[config.mk]
export PLATFORM = sky130hd
export DESIGN_NAME = fixed_slot_pool_allocator
export DESIGN_NICKNAME = d
export VERILOG_FILES = /design/src/rtl/fspa_pkg.sv /design/src/rtl/fspa_cfg.sv /design/src/rtl/fspa_engine.sv /design/src/rtl/fixed_slot_pool_allocator.sv
export SDC_FILE = /design/constraint.sdc
export NUM_CORES = 1
export LEC_CHECK = 0
export BUFFER_PORTS_ARGS = -buffer_cell sky130_fd_sc_hd__buf_4
export CAP_MARGIN = 10
export CORE_MARGIN = 2
export CORE_UTILIZATION = 25
export DETAILED_ROUTE_END_ITERATION = 7
export MAX_ROUTING_LAYER = met4
export PLACE_DENSITY = 0.52
export RECOVER_POWER = 25
export SYNTH_ARGS = -nofsm -noshare
export SYNTH_HDL_FRONTEND = slang
export SYNTH_HIERARCHICAL = 1
export SYNTH_SLANG_ARGS = --single-unit
[constraint.sdc]
create_clock -name clk -period 6.3 [get_ports clk]
set_input_delay 0.315 -clock clk [delete_from_list [all_inputs] [get_ports clk]]
set_output_delay 0.315 -clock clk [all_outputs]
set_load 0.1 [all_outputs]
[src/rtl/fspa_pkg.sv]
// Shared types, codes and constants of the fixed slot pool allocator.
package fspa_pkg;

    localparam int NUM_SLOTS_DEF = 16;
    localparam int PADDR_W = 3;

    localparam logic [4:0]  ACTIVE_SLOTS_RESET = 5'd16;
    localparam logic [15:0] SLOT_SIZE_RESET    = 16'd1024;
    localparam logic [19:0] OFFSET_MAX         = 20'hFFFFF;

    localparam logic OP_ACQUIRE = 1'b0;
    localparam logic OP_RELEASE = 1'b1;

    typedef enum logic {
        REG_ACTIVE_SLOTS = 1'b0,
        REG_SLOT_SIZE    = 1'b1
    } reg_idx_t;

    typedef enum logic [1:0] {
        ST_IDLE,
        ST_SCAN,
        ST_RELEASE
    } state_t;

    typedef struct packed {
        logic       opcode;
        logic [7:0] release_slot;
    } cmd_t;

    typedef struct packed {
        logic        granted;
        logic [3:0]  granted_slot;
        logic [19:0] byte_offset;
        logic        freed;
        logic [4:0]  in_use_count;
        logic [4:0]  peak_in_use;
        logic [31:0] failed_acquires;
    } result_t;

    typedef struct packed {
        logic [4:0]  active_slots;
        logic [15:0] slot_size_bytes;
    } cfg_t;

endpackage

[src/rtl/fspa_cfg.sv]
// APB configuration registers of the fixed slot pool allocator.
module fspa_cfg (
    input  logic                         clk,
    input  logic                         rst_n,
    input  logic                         psel,
    input  logic                         penable,
    input  logic                         pwrite,
    input  logic [fspa_pkg::PADDR_W-1:0] paddr,
    input  logic [31:0]                  pwdata,
    output logic [31:0]                  prdata,
    output logic                         pready,
    output fspa_pkg::cfg_t               cfg
);
    import fspa_pkg::*;

    cfg_t     cfg_reg;
    reg_idx_t reg_idx;
    logic     wr_en;

    assign reg_idx = reg_idx_t'(paddr[2]);
    assign wr_en   = psel && penable && pwrite;
    assign pready  = 1'b1;
    assign cfg     = cfg_reg;

    always_ff @(posedge clk or negedge rst_n)
    begin
        if (!rst_n)
        begin
            cfg_reg.active_slots    <= ACTIVE_SLOTS_RESET;
            cfg_reg.slot_size_bytes <= SLOT_SIZE_RESET;
        end
        else if (wr_en)
        begin
            case (reg_idx)
                REG_ACTIVE_SLOTS: cfg_reg.active_slots    <= pwdata[4:0];
                REG_SLOT_SIZE:    cfg_reg.slot_size_bytes <= pwdata[15:0];
                default:          ;
            endcase
        end
    end

    always_comb
    begin
        case (reg_idx)
            REG_ACTIVE_SLOTS: prdata = {27'b0, cfg_reg.active_slots};
            REG_SLOT_SIZE:    prdata = {16'b0, cfg_reg.slot_size_bytes};
            default:          prdata = 32'b0;
        endcase
    end

endmodule

[src/rtl/fspa_engine.sv]
// Scan sequencer, used-slot map, offset accumulator and counters of the allocator.
module fspa_engine #(
    parameter int NUM_SLOTS = fspa_pkg::NUM_SLOTS_DEF
) (
    input  logic              clk,
    input  logic              rst_n,
    input  fspa_pkg::cfg_t    cfg,
    input  logic              start,
    input  fspa_pkg::cmd_t    cmd,
    output logic              busy,
    output logic              done,
    output fspa_pkg::result_t result
);
    import fspa_pkg::*;

    localparam int SLOT_W = (NUM_SLOTS > 1) ? $clog2(NUM_SLOTS) : 1;
    localparam int CNT_W  = $clog2(NUM_SLOTS + 1);
    localparam int ACC_W  = SLOT_W + 16;

    state_t               state_reg, state_next;
    logic [CNT_W-1:0]     idx_reg;
    logic [ACC_W-1:0]     acc_reg;
    logic                 rel_ok_reg;
    logic                 used_reg [NUM_SLOTS];
    logic [CNT_W-1:0]     held_reg, held_next;
    logic [CNT_W-1:0]     peak_reg, peak_next;
    logic [31:0]          fail_reg, fail_next;
    result_t              result_reg;
    logic                 done_reg;

    logic [CNT_W-1:0]     limit;
    logic [SLOT_W-1:0]    slot_idx;
    logic                 used_bit;
    logic                 in_range;
    logic                 grant;
    logic                 fail;
    logic                 free;
    logic                 emit;
    logic [19:0]          offset_sat;

    assign limit    = (32'(cfg.active_slots) > NUM_SLOTS) ? CNT_W'(NUM_SLOTS)
                                                         : CNT_W'(cfg.active_slots);
    assign slot_idx = idx_reg[SLOT_W-1:0];
    assign used_bit = used_reg[slot_idx];
    assign in_range = idx_reg < limit;
    assign offset_sat = (32'(acc_reg) > 32'(OFFSET_MAX)) ? OFFSET_MAX : 20'(acc_reg);

    always_comb
    begin
        state_next = state_reg;
        case (state_reg)
            ST_IDLE:
            begin
                if (start)
                begin
                    state_next = (cmd.opcode == OP_ACQUIRE) ? ST_SCAN : ST_RELEASE;
                end
            end
            ST_SCAN:
            begin
                if (!in_range || !used_bit)
                begin
                    state_next = ST_IDLE;
                end
            end
            ST_RELEASE: state_next = ST_IDLE;
            default:    state_next = ST_IDLE;
        endcase
    end

    always_comb
    begin
        grant = 1'b0;
        fail  = 1'b0;
        free  = 1'b0;
        emit  = 1'b0;
        case (state_reg)
            ST_SCAN:
            begin
                grant = in_range && !used_bit;
                fail  = !in_range;
                emit  = !in_range || !used_bit;
            end
            ST_RELEASE:
            begin
                free = rel_ok_reg && used_bit;
                emit = 1'b1;
            end
            default: ;
        endcase
        held_next = held_reg + CNT_W'(grant) - CNT_W'(free);
        peak_next = (grant && (held_next > peak_reg)) ? held_next : peak_reg;
        fail_next = fail_reg + 32'(fail);
    end

    always_ff @(posedge clk or negedge rst_n)
    begin
        if (!rst_n)
        begin
            state_reg <= ST_IDLE;
            held_reg  <= '0;
            peak_reg  <= '0;
            fail_reg  <= '0;
            done_reg  <= 1'b0;
            for (int i = 0; i < NUM_SLOTS; i++)
            begin
                used_reg[i] <= 1'b0;
            end
        end
        else
        begin
            state_reg <= state_next;
            held_reg  <= held_next;
            peak_reg  <= peak_next;
            fail_reg  <= fail_next;
            done_reg  <= emit;
            if (grant)
            begin
                used_reg[slot_idx] <= 1'b1;
            end
            else if (free)
            begin
                used_reg[slot_idx] <= 1'b0;
            end
        end
    end

    always_ff @(posedge clk)
    begin
        if (state_reg == ST_IDLE && start)
        begin
            acc_reg    <= '0;
            rel_ok_reg <= 32'(cmd.release_slot) < 32'(limit);
            idx_reg    <= (cmd.opcode == OP_ACQUIRE) ? '0 : CNT_W'(cmd.release_slot);
        end
        else if (state_reg == ST_SCAN && in_range && used_bit)
        begin
            idx_reg <= idx_reg + CNT_W'(1);
            acc_reg <= acc_reg + ACC_W'(cfg.slot_size_bytes);
        end
        if (emit)
        begin
            result_reg.granted         <= grant;
            result_reg.granted_slot    <= grant ? 4'(idx_reg) : 4'd0;
            result_reg.byte_offset     <= grant ? offset_sat : 20'd0;
            result_reg.freed           <= free;
            result_reg.in_use_count    <= 5'(held_next);
            result_reg.peak_in_use     <= 5'(peak_next);
            result_reg.failed_acquires <= fail_next;
        end
    end

    assign busy   = (state_reg != ST_IDLE);
    assign done   = done_reg;
    assign result = result_reg;

endmodule

[src/rtl/fixed_slot_pool_allocator.sv]
// Top level of the fixed slot pool allocator: configuration port and scan engine.
// An acquire scans the used bits from slot 0 up and grants the first free slot. A failed
// acquire scans every usable slot (the active count, at most NUM_SLOTS); a release tests one.
// The scan tests one used bit per cycle, and busy stays high until the result is shown,
// so the next transaction is accepted at the earliest at the edge that ends the result cycle.
// The result is shown for one cycle with done and cannot be stalled by the receiver.
// Reset clears the used map and all counters and loads the register defaults.
module fixed_slot_pool_allocator #(
    parameter int NUM_SLOTS = fspa_pkg::NUM_SLOTS_DEF
) (
    input  logic                         clk,
    input  logic                         rst_n,
    input  logic                         psel,
    input  logic                         penable,
    input  logic                         pwrite,
    input  logic [fspa_pkg::PADDR_W-1:0] paddr,
    input  logic [31:0]                  pwdata,
    output logic [31:0]                  prdata,
    output logic                         pready,
    input  logic                         start,
    input  fspa_pkg::cmd_t               cmd,
    output logic                         busy,
    output logic                         done,
    output fspa_pkg::result_t            result
);
    import fspa_pkg::*;

    cfg_t cfg;

    fspa_cfg u_cfg (
        .clk     (clk),
        .rst_n   (rst_n),
        .psel    (psel),
        .penable (penable),
        .pwrite  (pwrite),
        .paddr   (paddr),
        .pwdata  (pwdata),
        .prdata  (prdata),
        .pready  (pready),
        .cfg     (cfg)
    );

    fspa_engine #(
        .NUM_SLOTS (NUM_SLOTS)
    ) u_engine (
        .clk    (clk),
        .rst_n  (rst_n),
        .cfg    (cfg),
        .start  (start),
        .cmd    (cmd),
        .busy   (busy),
        .done   (done),
        .result (result)
    );

    a_accept_busy: assert property (@(posedge clk) disable iff (!rst_n)
        start && !busy |=> busy)
        else $error("accepted transaction did not make the block busy");

    a_done_idle: assert property (@(posedge clk) disable iff (!rst_n)
        done |-> !busy)
        else $error("result delivered while a transaction is still in progress");

    a_grant_free_excl: assert property (@(posedge clk) disable iff (!rst_n)
        done |-> !(result.granted && result.freed))
        else $error("result reports both a grant and a free");

    a_no_grant_zero: assert property (@(posedge clk) disable iff (!rst_n)
        done && !result.granted |-> result.granted_slot == 4'd0 && result.byte_offset == 20'd0)
        else $error("slot or offset reported without a grant");

endmodule

# --- Word level (Yosys, flattened, before mapping) ---
# Cells that the tools add are included.
totals:
  regBits: 176
  latchBits: 0
  ram_bits: 0
  mem_bits_ro: 0
  input_bits: 50
  wordCells: 93
  mem_count: 0
op_classes:
  n_addsub: 5
  n_mul: 0
  div: 0
  n_lt_le_gt_ge: 6
  n_eq_ne: 4
  shifts: 0
  n_mux: 21
  n_bitwise: 5
  n_reduce_logical: 19
ops:
  columns: ["operator", "count"]
  rows:
  - ["32-bit one-hot mux with 2 select lines", 1]
  - ["32-bit by 1-bit adder with 32-bit output", 1]
  - ["16-bit two-way mux", 2]
  - ["5-bit two-way mux", 5]
  - ["20-bit by 16-bit adder with 20-bit output", 1]
  - ["16-bit bitwise AND", 1]
  - ["16-bit inverter", 1]
  - ["16-bit OR", 1]
  - ["1-bit logical AND", 9]
  - ["8-bit by 5-bit < comparator with 1-bit output", 1]
  - ["1-bit two-way mux", 6]
  - ["2-bit two-way mux", 3]
  - ["2-bit AND reduction", 3]
  - ["2-bit nonzero test", 3]
  - ["5-bit by 1-bit adder with 5-bit output", 1]
  - ["5-bit by 1-bit adder with 5-bit output (second input constant)", 1]
  - ["5-bit greater-or-equal comparator (second input constant)", 1]
  - ["5-bit greater-than comparator", 1]
  - ["5-bit greater-than comparator (second input constant)", 1]
  - ["5-bit by 1-bit < comparator with 1-bit output (second input constant)", 1]
  - ["5-bit < comparator", 1]
  - ["4-bit inverter with 5-bit output", 1]
  - ["5-bit by 1-bit subtractor with 5-bit output", 1]
  - ["1-bit binary-select mux with 4-bit select", 1]
  - ["other kinds (11)", 12]

# --- Longest topological paths before layout ---
logic_depth:
  word_depth: 12
  mapped_depth: 20

# --- Hierarchy ---
# The synthesis kept the hierarchy.
modules_own_cells:
  columns: ["mod", "n_inst", "cells_each", "area_per_inst_um2"]
  rows:
  - ["fspa_engine", 1, 621, 7268.2]
  - ["fspa_cfg", 1, 82, 1129.8]

# --- Worst setup path before layout ---
# Ideal clock, no wire load.
synth_path:
  path_type: "reg2reg"
  start: "reg u_cfg.cfg_reg (netlist bit u_cfg/cfg[20])"
  end: "reg u_engine.result_reg (netlist bit u_engine/result[32]), data pin"
  setup_ps: 263
  arrival_time_ps: 4523
  t_required_ps: 6037
  path_slack_ps: 1515
  stages_incl_launch_ff: 21
  path_buffers: 1
  period_less_slack_ps: 4785
  path_cell_list: "dfstp_2 inv_1 nand2_1 ha_1 o21ai_0 o21ai_0 a21oi_1 nor3b_4 inv_1 clkbuf_1 ha_1 ha_1 fa_1 a21o_1 a21oi_1 xnor2_1 ha_1 nand2_1 o22ai_1 nor3b_4 mux2_2"
synth_between:
  elab_chain_cells: 10
synth_rtl:
  columns: ["item", "line", "rtl"]
  rows:
  - ["start, declared", "fspa_cfg.sv:16", "cfg_t cfg_reg;"]
  - ["5-bit greater-than comparator", "fspa_engine.sv:41", "assign limit = (32'(cfg.active_slots) > NUM_SLOTS) ? CNT_W'(NUM_SLOTS)"]
  - ["5-bit two-way mux *", "fspa_engine.sv:41", null]
  - ["5-bit < comparator *", "fspa_engine.sv:45", "assign in_range = idx_reg < limit;"]
  - ["1-bit logical AND *", "fspa_engine.sv:80", "grant = in_range && !used_bit;"]
  - ["1-bit two-way mux *", "fspa_engine.sv:77", "case (state_reg)"]
  - ["5-bit by 1-bit adder with 5-bit output *", "fspa_engine.sv:91", "held_next = held_reg + CNT_W'(grant) - CNT_W'(free);"]
  - ["5-bit by 1-bit subtractor with 5-bit output *", "fspa_engine.sv:91", null]
  - ["via u_engine.held_next[4]", "fspa_engine.sv:25", "logic [CNT_W-1:0] held_reg, held_next;"]
  - ["5-bit greater-than comparator *", "fspa_engine.sv:92", "peak_next = (grant && (held_next > peak_reg)) ? held_next : peak_reg;"]
  - ["1-bit logical AND *", "fspa_engine.sv:92", null]
  - ["5-bit two-way mux *", "fspa_engine.sv:92", null]
  - ["via u_engine.peak_next[0]", "fspa_engine.sv:26", "logic [CNT_W-1:0] peak_reg, peak_next;"]
  - ["end, declared", "fspa_engine.sv:28", "result_t result_reg;"]
# The timed path passes the listed nets; every way through them passes the cells marked *.
# A chain may end at the register's enable or synchronous reset.

# --- Final worst setup path ---
layout_path:
  start: "reg u_cfg.cfg_reg (netlist bit u_cfg/cfg[20])"
  end: "reg u_engine.result_reg (netlist bit u_engine/result[33]), data pin"
# Same word-level chain as after synthesis.

==> results.md <==
- Largest net degree at the start of global routing: 70
- Global Route Usage Sum: 11.4%
- Post-CTS resize count: 0
- Final WL: 18.8 mm
- CTS Buf Count: 17
- Synth unique cells: 58
- Initial DRT Pass Iterations: 4
- # diodes: 0
- Port bufs: 117
- Initial antenna violation count: 0
- Worst EP required: 6480 ps
- DRT iter0 DRCs: 266
- Mapped Cells: 703
- Worst Tran Pin Value: 2630 ps
- Post-synth EDFFs: 74
- Htree depth: 4
- Max FFs per register: 68
- Leakage: 4.17 nW
- Net Switching: 1.52 mW
- Startpoint types: register
- Starting density of the core: 25.2%
- Critical path endpoint category: register
- Layout Nets: 917
- Post-synth top area share: 26.5%
- Clock root cell: clkbuf_16
- Leading register cell type out of synthesis: dfrtp_1
- Clock buffer depth: 2
- Die Area: 35100 sq um
- Max Transition Viols Final: 46
- Hold_sp: pwdata[5]
- Top post-synthesis cells by count: 80 x dfrtp_1, 74 x edfxtp_1, 63 x nand2_1
- Outcome: finished with violations
- DR vias: 5460
- CP arrival: 5430 ps
- Syn Area/Cell: 11.9 sq um
- Die X: 187 microns
- Crit Path Category: reg2reg
- CORE AREA: 33300 sq um
- TritonCTS Sinks: 176
- Reg power frac: 38.1%
- Post-CTS setup buffer count: 0
- Reg area: 4680 sq um
- Die height: 187 microns
- Mapped Area: 8400 sq um
- Fin crit period: 5260 ps
- PnR worst setup slack: 1040 ps
- Vias in the first global route: 5447
- CTS tree: done
- Maximum clock rate: 190 MHz
- Max-cap viol count: 1
- Clock power frac: 28.0%
- Slew headroom: -75.2%
- Critical path fanouts, max: 18
- Layout fillers: 3447
- DRC violations left: 0
- Share of post-route cells with drive strength above 1: 17.3%
- RD Place Congestion: 0.815
- Leading area contributor after synthesis: edfxtp_1
- Final setup viols: 0
- GRT overflow: 0
- Peak supply drop: 0.197 mV
- Placement Rows: 67
- Internal Power: 2.38 mW
- Routed wire per std cell: 14.7 microns
- Yosys warns: 6
- Global-route wire length before repair: 30.2 mm
- Boundary Pins: 153
- Via density: 4.26
- Post-synthesis async set-or-reset flop share: 46.6%
- Worst skew pair latency: 430 ps
- Setup tns final: 0 ps
- Seq/Total Area, Yosys: 55.7%
- Sw Share: 38.9%
- Most common cell in the synthesized netlist: dfrtp_1
- Hpwl dp: 13.4 mm
- Seq cells post-synth: 176
- Failing checks: max-capacitance violations, max-slew violations
- Path type of the worst min-delay path: in2reg
- Worst Skew: 7.66 ps
- Multi-input logic area: 3380 sq um
- PwrDens: 386 nW/um^2
- RSZ-0062 raised after global routing: false
- Placed instance area: 9700 sq um
- Final antenna-violating net count: 0
- Reg-to-reg critical path startpoint: u_cfg/cfg[20]
- Synthesis-to-layout area growth: 20.2%
- Synth top area cells: edfxtp_1 26%, dfrtp_1 24%, ha_1 6.6%
- Period Utilization, post-route: 83.4%
- Final hold viol count: 0
- Reg clk slew, reported paths: 60 ps
- Place WS: 1070 ps
- Comb pwr share: 33.9%
- Final instance area: 10100 sq um
- Worst Setup SP: u_cfg/cfg[20]
critical path, cell delays in order (launching register included):
cell     delay [ps]
dfstp_1         590
inv_1           130
nand2_1         120
ha_1            230
o21ai_0         140
o21ai_0          90
a21oi_1         360
nor3b_4         260
inv_1           240
ha_1            380
ha_1            220
fa_1            410
a21o_1          170
a21oi_1         190
xnor2_1         230
ha_1            310
nand2_1          70
o22ai_1         110
nor3b_4         360
mux2_2          400
stage by stage:
step	instances	hold slack, ps	power [mW]	utilization (%)
5_1_grt	1282	84.1	4.11	30.3
3_5_place_dp	1249	383	2.87	29.2
2_1_floorplan	718	19.4	2.57	-
3_3_place_gp	1249	384	2.86	29.2
4_1_cts	1282	92.1	3.98	31.0
6_report	1282	98.5	3.90	30.3
cell usage in the layout (no fill, tap or decap), types with 3 or more instances in the layout:
| cell | n |
|---|---|
| dfrtp_1 | 80 |
| buf_4 | 79 |
| edfxtp_1 | 74 |
| nand2_1 | 63 |
| clkbuf_1 | 44 |
| ha_1 | 44 |
| nor2_1 | 37 |
| and2_1 | 33 |
| o21ai_0 | 33 |
| inv_1 | 31 |
| nand3_1 | 31 |
| xnor2_1 | 27 |
| a21oi_1 | 25 |
| mux2_2 | 24 |
| xor2_1 | 21 |
| dfxtp_1 | 20 |
| clkbuf_16 | 17 |
| conb_1 | 17 |
| mux2i_1 | 12 |
| mux2_1 | 9 |
| nand4_1 | 7 |
| a21o_1 | 7 |
| and3_1 | 7 |
| a211oi_1 | 6 |
| a31oi_1 | 6 |
| or3_1 | 5 |
| mux4_2 | 4 |
| nor3_1 | 4 |
| nand2b_1 | 4 |
| o21bai_1 | 4 |
| nor3b_1 | 4 |
| inv_6 | 3 |
| bufinv_16 | 3 |
| nor2b_1 | 3 |
| or4_1 | 3 |
| o211ai_1 | 3 |
| o31ai_1 | 3 |
repair_timing:
item,in CTS,in global routing
endpoints found under the hold margin,44,0
setup endpoints to repair,0,0
hold buffers,1,0
area by class of cell:
type                            count  area share (%)
Sequential cell                   176            46.3
Timing Repair Buffer              121            7.50
Tap cell                          448            5.55
Multi-Input combinational cell    474            33.5
Clock inverter                     11            1.51
Inverter                           31            1.15
Clock buffer                       21            4.46
power groups by stage:
stage	Combinational, mW	Sequential [mW]	Clock, mW
6_report	1.32	1.49	1.09
5_1_grt	1.43	1.51	1.18
2_1_floorplan	0.745	1.83	0
4_1_cts	1.37	1.49	1.12
3_5_place_dp	1.36	1.51	0
3_3_place_gp	1.34	1.51	0
worst paths after layout:
kind                                    endpoint  slack [ps]  cells past startpoint
min                                 u_cfg/cfg[5]         100                      2
max reg2reg                  u_engine/result[33]        1040                     19
max in group asynchronous          u_cfg/cfg[20]        3380                      3
min in group asynchronous  u_engine/fail_reg[27]        1250                      2
max                          u_engine/result[33]        1040                     19
min reg2reg                u_engine/fail_reg[31]         450                      1
routing by layer:
metal | GRT usage, % | vias to the layer above | wire length [microns]
met1 | 15.7 | 2602 | 9520
met5 | - | - | 0
met4 | 3.17 | 0 | 240
met2 | 16.4 | 156 | 8130
met3 | 2.80 | 15 | 910
li1 | - | 2687 | -
logic make-up (layout without fill, tap and decap cells):
logic type	count (synthesis)	count (layout)	share of synthesized area, %
other	2	17	0.0894
AOI/OAI and AO/OA	102	102	7.48
xor gates and xnor gates	48	48	5.01
muxes	51	51	7.67
DFF	176	176	55.7
adders and majority gates	46	46	7.03
buffers and inverters	68	184	4.01
and+or+nand+nor	210	210	13.0
No activity file was read; power rests on OpenSTA's default activity.
